==> config.mk <==
export PLATFORM = sky130hd
export DESIGN_NAME = lbc_ram
export DESIGN_NICKNAME = d
export VERILOG_FILES = /design/src/hw/rtl/assert_macros.svh /design/src/hw/rtl/lbc_ram.sv
export SDC_FILE = /design/constraint.sdc
export NUM_CORES = 1
export LEC_CHECK = 0
export ABC_AREA = 1
export BUFFER_PORTS_ARGS = -buffer_cell sky130_fd_sc_hd__buf_4
export CAP_MARGIN = 20
export CORE_UTILIZATION = 60
export DETAILED_ROUTE_END_ITERATION = 10
export PLACE_DENSITY_LB_ADDON = 0.25
export SLEW_MARGIN = 20
export SYNTH_ARGS = -nofsm -noshare
export SYNTH_HDL_FRONTEND = slang
export SYNTH_SLANG_ARGS = --single-unit
==> constraint.sdc <==
create_clock -name clk -period 1.98 [get_ports clk]
set_input_delay 0 -clock clk [delete_from_list [all_inputs] [get_ports clk]]
set_output_delay 0 -clock clk [all_outputs]
set_load 0.02 [all_outputs]
==> src/hw/rtl/assert_macros.svh <==
// Assertion macros shared by the block cache RTL.
`ifndef ASSERT_MACROS_SVH
`define ASSERT_MACROS_SVH

// Clocked assertion, disabled in reset.
`define LBC_ASSERT(lbl, prop, msg) \
    lbl: assert property (@(posedge clk) disable iff (!rst_n) prop) else $error(msg);

// Clocked assertion, checked during reset as well.
`define LBC_ASSERT_ALWAYS(lbl, prop, msg) \
    lbl: assert property (@(posedge clk) prop) else $error(msg);

`endif

==> src/hw/rtl/lbc_ram.sv <==
// Generic single-write, single-read synchronous RAM with registered read data.
module lbc_ram #(
    parameter int DEPTH = 64,
    parameter int WIDTH = 8
) (
    input  logic                     clk,
    input  logic                     we,
    input  logic [$clog2(DEPTH)-1:0] waddr,
    input  logic [WIDTH-1:0]         wdata,
    input  logic                     re,
    input  logic [$clog2(DEPTH)-1:0] raddr,
    output logic [WIDTH-1:0]         rdata
);

    logic [WIDTH-1:0] mem [DEPTH];

    always_ff @(posedge clk)
    begin
        if (we)
        begin
            mem[waddr] <= wdata;
        end
    end

    always_ff @(posedge clk)
    begin
        if (re)
        begin
            rdata <= mem[raddr];
        end
    end

endmodule

* Word level (Yosys, flattened, before mapping)
Memory sizes are Yosys's and may differ from the RTL's. A register that Yosys moved wholly into a read port is not among the register bits.
Cells that the tools add are included.
** Word-level totals
- Flip-flop bits (word level) :: 0
- RAM bits :: 512
- Bits of input ports :: 23
- Output and inout port bits :: 8
- Word-level logic and storage cells :: 3
- Memories kept :: 1
** Memory list
- mem :: depth 64, width 8, read ports 1, clocked after Yosys merged registers in 1, wr ports 1, RTL line lbc_ram.sv:15 : logic [WIDTH-1:0] mem [DEPTH];
** Cells by class
- Multiplexer cells :: 2
** Operator list (number)
- two-way mux 1 bit :: 2

* Longest topological paths before layout
- Depth after elaboration :: 2
- Depth in mapped cells :: 12
- Depth with buffers taken out :: 9

* Worst setup path after synthesis
No wires, ideal clock.
- Kind :: in2reg
- From :: input port we
- To :: memory mem[48][0], enable pin
- Setup time :: 0.395 ns
- Arrival time :: 1.371 ns
- Data required time :: 1.585 ns
- Path slack :: 0.214 ns
- Cell stages on the path :: 3
- Path buffers :: 1
- Path through :: clkbuf_1 -> nand4_1 -> nor4_1
** On the way
- Word-level cells in the longest chain between the ends :: 2
** Ends and longest elaborated chain
- start, declared :: RTL line lbc_ram.sv:7 : input logic we,
- two-way mux 1 bit :: RTL line lbc_ram.sv:19 : if (we)
- two-way mux 1 bit (implied by the code) :: RTL line lbc_ram.sv:21 : mem[waddr] <= wdata;
- end, declared :: RTL line lbc_ram.sv:15
No other way between the ends.

==> impl_metrics.tcl <==
set metrics [dict create \
    status "finished clean" \
    crit_arrival_ns 2.22 \
    fin_skew_ns 0.0140 \
    avgSynthCellArea_sq_um 11.9 \
    grt-ovfl-total 0 \
    drcViolationCount 0 \
    first_global_vias 13600 \
    cts_buffers 51 \
    area_delta_synth_final_pct 11.9 \
    grt_use_total_pct 29.8 \
    clockBufferDepth 3 \
    cts.sinks 520 \
    routabilityCongestion 0.878 \
    grt_pass1_wl_microns 80600 \
    syn-num-nets 1828 \
    critPathCaptureType "flip-flop" \
    cts_setup_buffers 0 \
    total_leakage_power_nw 8.78 \
    dieArea_sq_mm 0.0365 \
    final_hold_viol_count 0 \
    final_core_util_pct 68.9 \
    die_w_microns 191 \
    worst_hold_path.endpoint "mem[48][1]" \
    min-delay-start "wdata[1]" \
    r2r_slack_ns 0.14 \
    crit_type "primary input to flip-flop" \
    syn_area_sq_mm 0.0214 \
    period_minus_slack_ns 1.88 \
    hold-path-cell-count 1 \
    fin_crit_sh_pct 95.2 \
    worst_pin_slew_ns 0.874 \
    clock_latency_ns 0.57 \
    slew_headroom_pct 41.7 \
    initial_core_util_pct 61.6 \
    reg2reg_from "mem[38][1]" \
    diodes 0 \
    first_pass_iters 5 \
    start_kind "primary input" \
    fmax_mhz 531 \
    post-dp-hpwl_microns 30000 \
    ctsRootBufferMaster "clkbuf_16" \
    r2r_cells 9 \
    die_height_microns 191 \
    yosysWarningCount 0 \
    wl_microns 52900 \
    cp_max_fo 17 \
    io_buffers 30 \
    path_clk_slew_ns 0.06 \
    setup_viol 0 \
    io_pins 31 \
    grt_max_degree 112 \
    min_path_type "primary input to flip-flop" \
    maxCapViolCount 0 \
    wl_per_cell_microns 22.2 \
    drive_gt1_share_pct 10.7 \
    antenna_found_initial 0 \
    dpl-instance-area_sq_mm 0.0224 \
    syn-instance-count 1805 \
    drt_iter0_markers 1708 \
    ys_seq_elements 520 \
    power_density_mw_per_mm2 948 \
    rr_endpoint "rdata[1]" \
    final_max_slew_viol_count 0 \
    fin_setup_tns_ns 0 \
    ys_types 15 \
    row_count 68 \
    worstPathRequired_ns 2.31 \
    nFillCells 2446 \
    viasPerCell 6.01 \
    fin_area_sq_mm 0.0240 \
    cts_tree "yes" \
    coreArea_sq_mm 0.0348 \
    route.antenna.remaining_nets 0 \
    htreeDepth 2 \
    rsz0062_at_grt "no" \
    synth_seq_area_share_pct 72.9 \
    peakVddDrop_mv 0.774 \
    via_count 14300 \
    final_nets 1906 \
]
Yosys cell counts (all sizes together):
cell,number,area share (%)
clkbuf,15,0.26
nor2,56,0.98
nand3,439,10
nand4,9,0.26
inv,12,0.23
nor4,8,0.23
buf,98,3.5
edfxtp,520,73
nand2,648,11
what timing repair did:
action,in CTS,in global routing
endpoints found under the hold margin,72,0
hold buffers,8,0
endpoints found under the setup margin,0,1
resized for setup,0,2
how the worst max path moves through the flow:
stage | startpoint | slack (ns) | end
2_1_floorplan | we | 0.21 | mem[48][0]
4_1_cts | mem[38][1] | 0.13 | rdata[1]
6_report | raddr[4] | 0.1 | rdata[1]
5_1_grt | mem[49][1] | 0.005 | rdata[1]
3_5_place_dp | raddr[1] | 0.24 | rdata[3]
3_3_place_gp | raddr[1] | 0.26 | rdata[3]
report_power, final:
group | internal [mW] | switching [mW] | leakage [nW]
combinational | 0.406 | 1.09 | 3.35
clock | 5.00 | 3.99 | 0.746
sequential | 12.2 | 0.0367 | 4.69
per-stage QoR:
step,hold slack [ns],instances,setup slack [ns],total power [mW]
floorplan,0.0989,1805,0.214,13.3
global placement,0.335,2277,0.264,13.9
detailed placement,0.334,2277,0.240,13.9
CTS,0.0481,2379,0.126,22.8
global route,0.0616,2379,0.00475,23.3
finish,0.0351,2379,0.0956,22.7
cells by family (layout without fill, tap and decap cells):
kind of cell  Yosys count  after routing  share of synthesized area (%)
buf+inv               125            244                           4.01
flops                 520            520                           72.9
simple gates         1160           1160                           23.1
layout by cell type (no fill, tap or decap):
| cell type | n |
|---|---|
| dlygate4sd3_1 | 8 |
| bufinv_16 | 2 |
| clkbuf_16 | 51 |
| buf_12 | 15 |
| clkinv_2 | 10 |
| clkbuf_1 | 10 |
| nor2_1 | 56 |
| nand2_1 | 648 |
| nand3_1 | 437 |
| nand3_2 | 2 |
| clkinv_4 | 1 |
| edfxtp_1 | 520 |
| inv_2 | 1 |
| buf_4 | 114 |
| inv_1 | 9 |
| inv_4 | 1 |
| clkinvlp_4 | 4 |
| buf_6 | 1 |
| nand4_1 | 9 |
| nor4_1 | 8 |
| inv_6 | 4 |
| clkinv_1 | 13 |
state kept, by name, summed over array words and instances, names as in the netlist:
| signal | count |
|---|---|
| mem | 512 |
| rdata | 8 |
metal layers:
| layer | share of wire (%) | global-route usage, % | up-vias |
|---|---|---|---|
| li1 | - | - | 6512 |
| met1 | 40 | 43.4 | 6867 |
| met2 | 47 | 46.5 | 806 |
| met3 | 9.8 | 3.82 | 108 |
| met4 | 3.1 | 10.7 | 0 |
| met5 | 0 | 0 | - |
worst max-delay path, cell delays in order:
cell           delay [ns]
dlygate4sd3_1        0.57
buf_4                0.22
inv_1                0.48
nand3_1              0.22
nand3_1              0.11
dlygate4sd3_1        0.55
nand2_1              0.04
final cells by class:
| cell class | count | area [sq um] | area share [%] |
|---|---|---|---|
| flip-flops and latches | 520 | 15600 | 65.1 |
| multi-input cells | 1160 | 4960 | 20.7 |
| clock buffers | 61 | 1310 | 5.48 |
| repair buffers | 138 | 1250 | 5.20 |
| well taps | 455 | 569 | 2.37 |
| clock inverters | 33 | 224 | 0.934 |
| inverters | 12 | 52.6 | 0.219 |
(Power assumes the default switching activity.)
